`src/fwpe_pkg.sv`:
```
// Shared types and constants for the priority-extract queue.
// Holds request and status codes, field widths and the control state type.
// No dependencies.
package fwpe_pkg;

    localparam int DEF_QUEUE_DEPTH = 16;

    localparam int HANDLE_W   = 32;
    localparam int PRIO_W     = 8;
    localparam int REQ_W      = 2;
    localparam int STATUS_W   = 2;
    localparam int COUNT_W    = 5;
    localparam int S_TDATA_W  = 40;
    localparam int M_TDATA_W  = 40;
    localparam int M_TUSER_W  = 3;
    localparam int ENTRY_W    = HANDLE_W + PRIO_W;

    localparam logic [REQ_W-1:0] REQ_PUSH       = 2'd0;
    localparam logic [REQ_W-1:0] REQ_POP        = 2'd1;
    localparam logic [REQ_W-1:0] REQ_REMOVE_MIN = 2'd2;

    localparam logic [STATUS_W-1:0] STAT_OK    = 2'd0;
    localparam logic [STATUS_W-1:0] STAT_EMPTY = 2'd1;
    localparam logic [STATUS_W-1:0] STAT_FULL  = 2'd2;

    typedef enum logic [2:0] {
        ST_IDLE,
        ST_PUSH_FREE,
        ST_SCAN,
        ST_UNLINK,
        ST_RELINK,
        ST_DONE
    } t_state;

endpackage

```
`src/fwpe_ram.sv`:
```
// Simple dual-port synchronous RAM: one write port, one read port.
// Read data is registered; contents are not reset.
// No dependencies.
module fwpe_ram #(
    parameter int WIDTH = 8,
    parameter int DEPTH = 16,
    parameter int AW    = 4
) (
    input  logic             i_clk,
    input  logic             i_wr_en,
    input  logic [AW-1:0]    i_wr_addr,
    input  logic [WIDTH-1:0] i_wr_data,
    input  logic [AW-1:0]    i_rd_addr,
    output logic [WIDTH-1:0] o_rd_data
);

    logic [WIDTH-1:0] r_mem [DEPTH];
    logic [WIDTH-1:0] r_rd_data;

    always_ff @(posedge i_clk) begin
        if (i_wr_en) begin
            r_mem[i_wr_addr] <= i_wr_data;
        end
    end

    always_ff @(posedge i_clk) begin
        r_rd_data <= r_mem[i_rd_addr];
    end

    assign o_rd_data = r_rd_data;

endmodule

```
`src/fifo_with_priority_extract.sv`:
```
// Ordered queue with pop-head and remove-lowest-priority, one request at a time.
// The scan for a priority removal reads one entry per cycle from the RAMs. A new request
// is taken once the previous result sits in the output register. Synchronous active-low
// reset empties the queue; RAM contents need no clearing.
module fifo_with_priority_extract #(
    parameter int QUEUE_DEPTH = fwpe_pkg::DEF_QUEUE_DEPTH
) (
    input  logic                          i_clk,
    input  logic                          i_rst_n,
    input  logic                          i_s_axis_tvalid,
    output logic                          o_s_axis_tready,
    // [31:0] entry_handle, [39:32] entry_priority
    input  logic [fwpe_pkg::S_TDATA_W-1:0] i_s_axis_tdata,
    // [1:0] req_type
    input  logic [fwpe_pkg::REQ_W-1:0]     i_s_axis_tuser,
    output logic                          o_m_axis_tvalid,
    input  logic                          i_m_axis_tready,
    // [31:0] out_handle, [36:32] entry_count, [39:37] zero
    output logic [fwpe_pkg::M_TDATA_W-1:0] o_m_axis_tdata,
    // [0] out_valid, [2:1] status
    output logic [fwpe_pkg::M_TUSER_W-1:0] o_m_axis_tuser
);

    localparam int LW = $clog2(QUEUE_DEPTH);
    localparam int CW = $clog2(QUEUE_DEPTH + 1);
    localparam int XW = (CW > fwpe_pkg::COUNT_W) ? CW : fwpe_pkg::COUNT_W;
    localparam int HW = fwpe_pkg::HANDLE_W;
    localparam int PW = fwpe_pkg::PRIO_W;
    localparam int EW = fwpe_pkg::ENTRY_W;

    fwpe_pkg::t_state r_state, n_state;

    // queue control
    logic [LW-1:0] r_head, n_head;
    logic [LW-1:0] r_tail, n_tail;
    logic [CW-1:0] r_count, n_count;
    logic [CW-1:0] r_fresh, n_fresh;      // slots ever allocated
    logic [LW-1:0] r_free_head, n_free_head;

    // request and scan state
    logic [HW-1:0] r_in_handle, n_in_handle;
    logic [PW-1:0] r_in_prio, n_in_prio;
    logic [LW-1:0] r_cur, n_cur;
    logic [LW-1:0] r_prev, n_prev;
    logic [LW-1:0] r_best, n_best;
    logic [LW-1:0] r_best_prev, n_best_prev;
    logic          r_best_head, n_best_head;
    logic [PW-1:0] r_best_prio, n_best_prio;
    logic [CW-1:0] r_k, n_k;
    logic [LW-1:0] r_next, n_next;

    // pending result
    logic [HW-1:0]                 r_res_handle, n_res_handle;
    logic                          r_res_valid, n_res_valid;
    logic [fwpe_pkg::STATUS_W-1:0] r_res_status, n_res_status;

    // output register
    logic                          r_m_valid, n_m_valid;
    logic [HW-1:0]                 r_out_handle, n_out_handle;
    logic                          r_out_valid, n_out_valid;
    logic [fwpe_pkg::STATUS_W-1:0] r_out_status, n_out_status;
    logic [fwpe_pkg::COUNT_W-1:0]  r_out_count, n_out_count;

    // memory ports
    logic [LW-1:0] w_rd_addr;
    logic          w_data_we;
    logic [LW-1:0] w_data_waddr;
    logic [EW-1:0] w_data_wdata;
    logic [EW-1:0] w_data_rd;
    logic          w_link_we;
    logic [LW-1:0] w_link_waddr;
    logic [LW-1:0] w_link_wdata;
    logic [LW-1:0] w_link_rd;

    logic [fwpe_pkg::REQ_W-1:0] w_req;
    logic [HW-1:0]              w_in_handle;
    logic [PW-1:0]              w_in_prio;
    logic [XW-1:0]              w_count_x;

    assign w_req       = i_s_axis_tuser;
    assign w_in_handle = i_s_axis_tdata[HW-1:0];
    assign w_in_prio   = i_s_axis_tdata[HW+PW-1:HW];
    assign w_count_x   = XW'(n_count);

    fwpe_ram #(
        .WIDTH (EW),
        .DEPTH (QUEUE_DEPTH),
        .AW    (LW)
    ) u_data_ram (
        .i_clk     (i_clk),
        .i_wr_en   (w_data_we),
        .i_wr_addr (w_data_waddr),
        .i_wr_data (w_data_wdata),
        .i_rd_addr (w_rd_addr),
        .o_rd_data (w_data_rd)
    );

    // one chain per slot: queue order for held entries, free list for released ones
    fwpe_ram #(
        .WIDTH (LW),
        .DEPTH (QUEUE_DEPTH),
        .AW    (LW)
    ) u_link_ram (
        .i_clk     (i_clk),
        .i_wr_en   (w_link_we),
        .i_wr_addr (w_link_waddr),
        .i_wr_data (w_link_wdata),
        .i_rd_addr (w_rd_addr),
        .o_rd_data (w_link_rd)
    );

    always_comb begin
        logic [LW-1:0] v_slot;
        logic [PW-1:0] v_prio;
        logic [CW-1:0] v_k_next;

        n_state      = r_state;
        n_head       = r_head;
        n_tail       = r_tail;
        n_count      = r_count;
        n_fresh      = r_fresh;
        n_free_head  = r_free_head;
        n_in_handle  = r_in_handle;
        n_in_prio    = r_in_prio;
        n_cur        = r_cur;
        n_prev       = r_prev;
        n_best       = r_best;
        n_best_prev  = r_best_prev;
        n_best_head  = r_best_head;
        n_best_prio  = r_best_prio;
        n_k          = r_k;
        n_next       = r_next;
        n_res_handle = r_res_handle;
        n_res_valid  = r_res_valid;
        n_res_status = r_res_status;
        n_m_valid    = r_m_valid && !i_m_axis_tready;
        n_out_handle = r_out_handle;
        n_out_valid  = r_out_valid;
        n_out_status = r_out_status;
        n_out_count  = r_out_count;

        w_rd_addr    = r_cur;
        w_data_we    = 1'b0;
        w_data_waddr = '0;
        w_data_wdata = '0;
        w_link_we    = 1'b0;
        w_link_waddr = '0;
        w_link_wdata = '0;

        v_slot   = r_fresh[LW-1:0];
        v_prio   = w_data_rd[EW-1:HW];
        v_k_next = r_k + 1'b1;

        o_s_axis_tready = (r_state == fwpe_pkg::ST_IDLE);

        case (r_state)
            fwpe_pkg::ST_IDLE: begin
                if (i_s_axis_tvalid) begin
                    n_in_handle  = w_in_handle;
                    n_in_prio    = w_in_prio;
                    n_res_handle = '0;
                    n_res_valid  = 1'b0;
                    n_res_status = fwpe_pkg::STAT_OK;
                    n_state      = fwpe_pkg::ST_DONE;
                    case (w_req)
                        fwpe_pkg::REQ_PUSH: begin
                            if (r_count >= CW'(QUEUE_DEPTH)) begin
                                n_res_status = fwpe_pkg::STAT_FULL;
                            end else if (r_fresh != r_count) begin
                                // reuse a released slot: fetch its free-list link
                                w_rd_addr = r_free_head;
                                n_state   = fwpe_pkg::ST_PUSH_FREE;
                            end else begin
                                w_data_we    = 1'b1;
                                w_data_waddr = v_slot;
                                w_data_wdata = {w_in_prio, w_in_handle};
                                if (r_count != '0) begin
                                    w_link_we    = 1'b1;
                                    w_link_waddr = r_tail;
                                    w_link_wdata = v_slot;
                                end else begin
                                    n_head = v_slot;
                                end
                                n_tail  = v_slot;
                                n_count = r_count + 1'b1;
                                n_fresh = r_fresh + 1'b1;
                            end
                        end
                        fwpe_pkg::REQ_POP, fwpe_pkg::REQ_REMOVE_MIN: begin
                            if (r_count == '0) begin
                                n_res_status = fwpe_pkg::STAT_EMPTY;
                            end else begin
                                w_rd_addr   = r_head;
                                n_cur       = r_head;
                                n_prev      = r_head;
                                n_best      = r_head;
                                n_best_prev = r_head;
                                n_best_head = 1'b1;
                                n_k         = '0;
                                n_state     = (w_req == fwpe_pkg::REQ_POP) ?
                                              fwpe_pkg::ST_UNLINK : fwpe_pkg::ST_SCAN;
                            end
                        end
                        default: begin
                            n_state = fwpe_pkg::ST_DONE;
                        end
                    endcase
                end
            end
            fwpe_pkg::ST_PUSH_FREE: begin
                v_slot       = r_free_head;
                n_free_head  = w_link_rd;
                w_data_we    = 1'b1;
                w_data_waddr = v_slot;
                w_data_wdata = {r_in_prio, r_in_handle};
                if (r_count != '0) begin
                    w_link_we    = 1'b1;
                    w_link_waddr = r_tail;
                    w_link_wdata = v_slot;
                end else begin
                    n_head = v_slot;
                end
                n_tail  = v_slot;
                n_count = r_count + 1'b1;
                n_state = fwpe_pkg::ST_DONE;
            end
            fwpe_pkg::ST_SCAN: begin
                // entry at r_cur is on the read ports; keep the first minimum
                if (r_k == '0) begin
                    n_best_prio = v_prio;
                end else if (v_prio < r_best_prio) begin
                    n_best      = r_cur;
                    n_best_prev = r_prev;
                    n_best_head = 1'b0;
                    n_best_prio = v_prio;
                end
                n_prev = r_cur;
                n_k    = v_k_next;
                if (v_k_next == r_count) begin
                    w_rd_addr = n_best;
                    n_state   = fwpe_pkg::ST_UNLINK;
                end else begin
                    w_rd_addr = w_link_rd;
                    n_cur     = w_link_rd;
                end
            end
            fwpe_pkg::ST_UNLINK: begin
                n_res_handle = w_data_rd[HW-1:0];
                n_res_valid  = 1'b1;
                n_next       = w_link_rd;
                // push the slot onto the free list
                w_link_we    = 1'b1;
                w_link_waddr = r_best;
                w_link_wdata = r_free_head;
                n_free_head  = r_best;
                if (r_best_head) begin
                    n_head = w_link_rd;
                end
                if (r_best == r_tail) begin
                    n_tail = r_best_prev;
                end
                n_count = r_count - 1'b1;
                n_state = r_best_head ? fwpe_pkg::ST_DONE : fwpe_pkg::ST_RELINK;
            end
            fwpe_pkg::ST_RELINK: begin
                w_link_we    = 1'b1;
                w_link_waddr = r_best_prev;
                w_link_wdata = r_next;
                n_state      = fwpe_pkg::ST_DONE;
            end
            fwpe_pkg::ST_DONE: begin
                if (!r_m_valid || i_m_axis_tready) begin
                    n_m_valid    = 1'b1;
                    n_out_handle = r_res_handle;
                    n_out_valid  = r_res_valid;
                    n_out_status = r_res_status;
                    n_out_count  = w_count_x[fwpe_pkg::COUNT_W-1:0];
                    n_state      = fwpe_pkg::ST_IDLE;
                end
            end
            default: begin
                n_state = fwpe_pkg::ST_IDLE;
            end
        endcase
    end

    always_ff @(posedge i_clk) begin
        if (!i_rst_n) begin
            r_state     <= fwpe_pkg::ST_IDLE;
            r_head      <= '0;
            r_tail      <= '0;
            r_count     <= '0;
            r_fresh     <= '0;
            r_free_head <= '0;
            r_m_valid   <= 1'b0;
        end else begin
            r_state     <= n_state;
            r_head      <= n_head;
            r_tail      <= n_tail;
            r_count     <= n_count;
            r_fresh     <= n_fresh;
            r_free_head <= n_free_head;
            r_m_valid   <= n_m_valid;
        end
    end

    always_ff @(posedge i_clk) begin
        r_in_handle  <= n_in_handle;
        r_in_prio    <= n_in_prio;
        r_cur        <= n_cur;
        r_prev       <= n_prev;
        r_best       <= n_best;
        r_best_prev  <= n_best_prev;
        r_best_head  <= n_best_head;
        r_best_prio  <= n_best_prio;
        r_k          <= n_k;
        r_next       <= n_next;
        r_res_handle <= n_res_handle;
        r_res_valid  <= n_res_valid;
        r_res_status <= n_res_status;
        r_out_handle <= n_out_handle;
        r_out_valid  <= n_out_valid;
        r_out_status <= n_out_status;
        r_out_count  <= n_out_count;
    end

    assign o_m_axis_tvalid = r_m_valid;
    assign o_m_axis_tdata  = {
        (fwpe_pkg::M_TDATA_W - HW - fwpe_pkg::COUNT_W)'(0), r_out_count, r_out_handle
    };
    assign o_m_axis_tuser  = {r_out_status, r_out_valid};

endmodule

```
`config.mk`:
```
export PLATFORM = sky130hd
export DESIGN_NAME = fifo_with_priority_extract
export DESIGN_NICKNAME = d
export VERILOG_FILES = /design/src/fwpe_pkg.sv /design/src/fwpe_ram.sv /design/src/fifo_with_priority_extract.sv
export SDC_FILE = /design/constraint.sdc
export NUM_CORES = 1
export LEC_CHECK = 0
export CORE_MARGIN = 2
export CORE_UTILIZATION = 45
export DETAILED_ROUTE_END_ITERATION = 6
export DONT_BUFFER_PORTS = 1
export PLACE_DENSITY = 0.57
export SYNTH_ARGS = -nofsm -noshare
export SYNTH_HDL_FRONTEND = slang
export SYNTH_SLANG_ARGS = --single-unit
```
`constraint.sdc`:
```
create_clock -name i_clk -period 12.4 [get_ports i_clk]
set_input_delay 2.48 -clock i_clk [delete_from_list [all_inputs] [get_ports i_clk]]
set_output_delay 2.48 -clock i_clk [all_outputs]
set_load 0.01 [all_outputs]
```
==> metrics.cfg <==
[outcome]
run_status=finished, violations left
violations=DRC

[logic_synthesis]
postSynthCellCount=2180
synth_edf_count=853
synth-warning-count=0
synth.yosys.seq_area_share_pct=74.4
synth-main-ff-cell=edfxtp_1
yosys.cell_count.top_type=edfxtp_1
postSynthRegisterBits=923
netlist_top_cells_count=853 x edfxtp_1, 268 x mux2i_1, 141 x nor2_1
synth_largest_type_area_fraction_pct=70.5
cell_variety_after_synth=74
yosysTopAreaCell=edfxtp_1
post_synth_instance_area_um2=36300
netlist_top_cells_area=edfxtp_1 71%, mux2i_1 7.4%, dfxtp_1 3.9%
syn_area_per_cell_um2=16.7
ys_async_sr_fraction_pct=0

[placed_design]
buffer_ports.inserted=0
dpl.cell_count=3146
dp.final_hpwl_um=46700
place_area_um2=37400
routabilityCongestion=0.859

[clock_network]
clock-sinks=923
cts_hold_buffers=0
path_clk_slew_ns=0.06
post_cts_buffers=0
cts.root.buffer_cell=clkbuf_16
tritoncts=yes
cts_buffers=96
latest_clock_arrival_within_the_worst_skew_pair_ns=0.67
cts-resized-gates=0
cts_buffer_depth=3
ctsHtreeMaxLevel=3

[global_routing]
grt_max_degree=126
grt_residual_overflow=0
grt_antenna_before_repair=1
grt_pass1_wl_um=132000
groute.usage.overall_pct=22.0
grt_pass1_vias=19500

[route]
drt_total_wl_um=90900
route.antenna.remaining_nets=0
via_count=19400
drc=2
route.detailed.wl_per_inst_um=27.3
ratio_of_routed_vias_to_standard_cells=5.84
dr.pass1.iters=7
first_iter_violations=2031

[cells_and_area]
multiInputGateArea_um2=8610
filler_cell_count=6695
layout.cells.non_filler=3327
synthToLayoutAreaGrowth_pct=11.5
finish.instance_area_um2=40500
final-seq-area_um2=27000
final_nets=2246
drive_above_1_share_pct=13.9
utilization_pct=50.5

[pwr]
cellInternalPower_uw=6980
clock_power_share_pct=25.9
seq_power_share_pct=38.7
cellPowerDensity_nw_per_um2=268
p_sw_share_pct=35.6
vdd_drop_max_v=0.000398
power_switching_uw=3860
power.leakage_uw=0.0140
comb_power_share_pct=35.4

[die]
fp.dieH_um=288
initial_standard_cell_utilization_of_the_core_pct=45.3
core_region_area_um2=80200
io-pin-count=91
fp.dieArea_um2=83000
num_rows=104
floorplan.die.width_um=288

[timing]
slew_headroom_pct=12.3
final-max-slew-violation-count=0
clock.fmax_mhz=164
timing_worst_slew_pin_value_ns=1.30
final.setup.tns_ns=0
finalWorstPathRequiredPeriod_ns=6.08
finalClockSkew_ns=0.0414
timing_hold_violations_final=0
grt_setup_unrepaired=false
min_period_over_period_pct=49.0
setup_viol_count_final=0

[worst_setup_path]
worstSetupEndpointType=flip-flop
crit_arrival_ns=6.67
critPathLaunchType=input pin
required_ns=12.99
crit_path_max_fanout=124
path_class=input pin to flip-flop

[flow_run]
max-cap-violations=0

[hold_path]
worstHoldPathType=flip-flop to flip-flop

through the flow:
stage | power (µW) | hold slack (ns) | worst slack [ns]
6_report | 10800 | 0.404 | 6.32
5_1_grt | 11300 | 0.415 | 6.14
4_1_cts | 10900 | 0.390 | 6.38
3_5_place_dp | 8110 | 0.405 | 5.66
3_3_place_gp | 8040 | 0.403 | 5.75
2_1_floorplan | 7060 | 0.400 | 6.35
critical path, cell delays in order:
cell      delay [ns]
ha_1            0.24
nor2b_1         0.38
a21bo_2         0.22
a31oi_1         0.11
a221o_1         0.39
o22ai_4         0.33
buf_12          0.74
nor3b_4         0.32
nor2b_4         0.15
buf_4           0.83
a221oi_1        0.23
o211ai_1        0.14
cell families after synthesis:
| family | Yosys count | share of synthesized area (%) |
|---|---|---|
| xor+xnor | 24 | 0.579 |
| buf+inv | 159 | 2.37 |
| fa+ha+maj | 16 | 0.551 |
| mux | 275 | 7.73 |
| flops | 923 | 74.4 |
| simple gates | 332 | 4.38 |
| other cells | 1 | 0.0103 |
| compound gates | 450 | 9.98 |
routing by layer:
metal  global-route usage, %  part of all wire (%)
met3                    3.02                   5.8
met2                    36.8                    49
met1                    30.3                    43
met5                       0                     0
met4                    6.04                   2.0
power groups by stage:
stage                     logic [µW]  registers, µW  clock network [µW]
after floorplan                 2900           4160                   0
after global placement          3790           4250                   0
after detailed placement        3850           4260                   0
after CTS                       3870           4190                2860
after global routing            4150           4220                2980
final                           3840           4190                2810
cell usage in the layout (no fill, tap or decap), types with 39 or more instances in the layout:
cell,synthesis,routed
edfxtp_1,853,853
mux2i_1,268,268
nor2_1,141,124
clkbuf_16,0,97
a21oi_1,95,95
o22ai_1,90,90
nand2_1,68,68
dfxtp_1,70,68
o2bb2ai_1,43,43
a221oi_2,41,41
buf_4,10,39
layout make-up:
class | count | area share (%)
Sequential cell | 923 | 66.7
Multi-Input combinational cell | 1100 | 21.3
Clock buffer | 139 | 6.71
Tap cell | 1060 | 3.28
Clock inverter | 41 | 0.986
Timing Repair Buffer | 41 | 0.822
Inverter | 22 | 0.204
Antenna cell | 1 | 0.00618
final timing paths:
path	start	to	slack, ns	depth (start not counted)
setup / recovery	i_s_axis_tuser[0]	u_data_ram.o_rd_data[39]$_DFF_P_	6.32	12
hold / removal	r_res_handle[0]$_SDFFCE_PN0P_	r_out_handle[0]$_DFFE_PP_	0.40	0
setup reg to reg	r_state[0]$_SDFFE_PN0P_	u_data_ram.o_rd_data[39]$_DFF_P_	6.61	14
hold reg to reg	r_res_handle[0]$_SDFFCE_PN0P_	r_out_handle[0]$_DFFE_PP_	0.40	0
state kept, by name (all words and copies together), names as in the netlist, 2 cells and up:
register and cells:
u_data_ram.r_mem 640, r_prev 4, r_out_handle 32, r_count 5, r_head 4, r_res_status 2, r_fresh 5, r_k 5
u_link_ram.o_rd_data 4, r_best_prio 8, r_state 3, r_out_status 2, r_out_count 5, u_link_ram.r_mem 64, r_next 4, r_cur 4
r_best 4, r_free_head 4, r_tail 4, r_in_prio 8, u_data_ram.o_rd_data 40, r_in_handle 32, r_res_handle 32, r_best_prev 4
No activity file was read; power rests on OpenSTA's default activity.
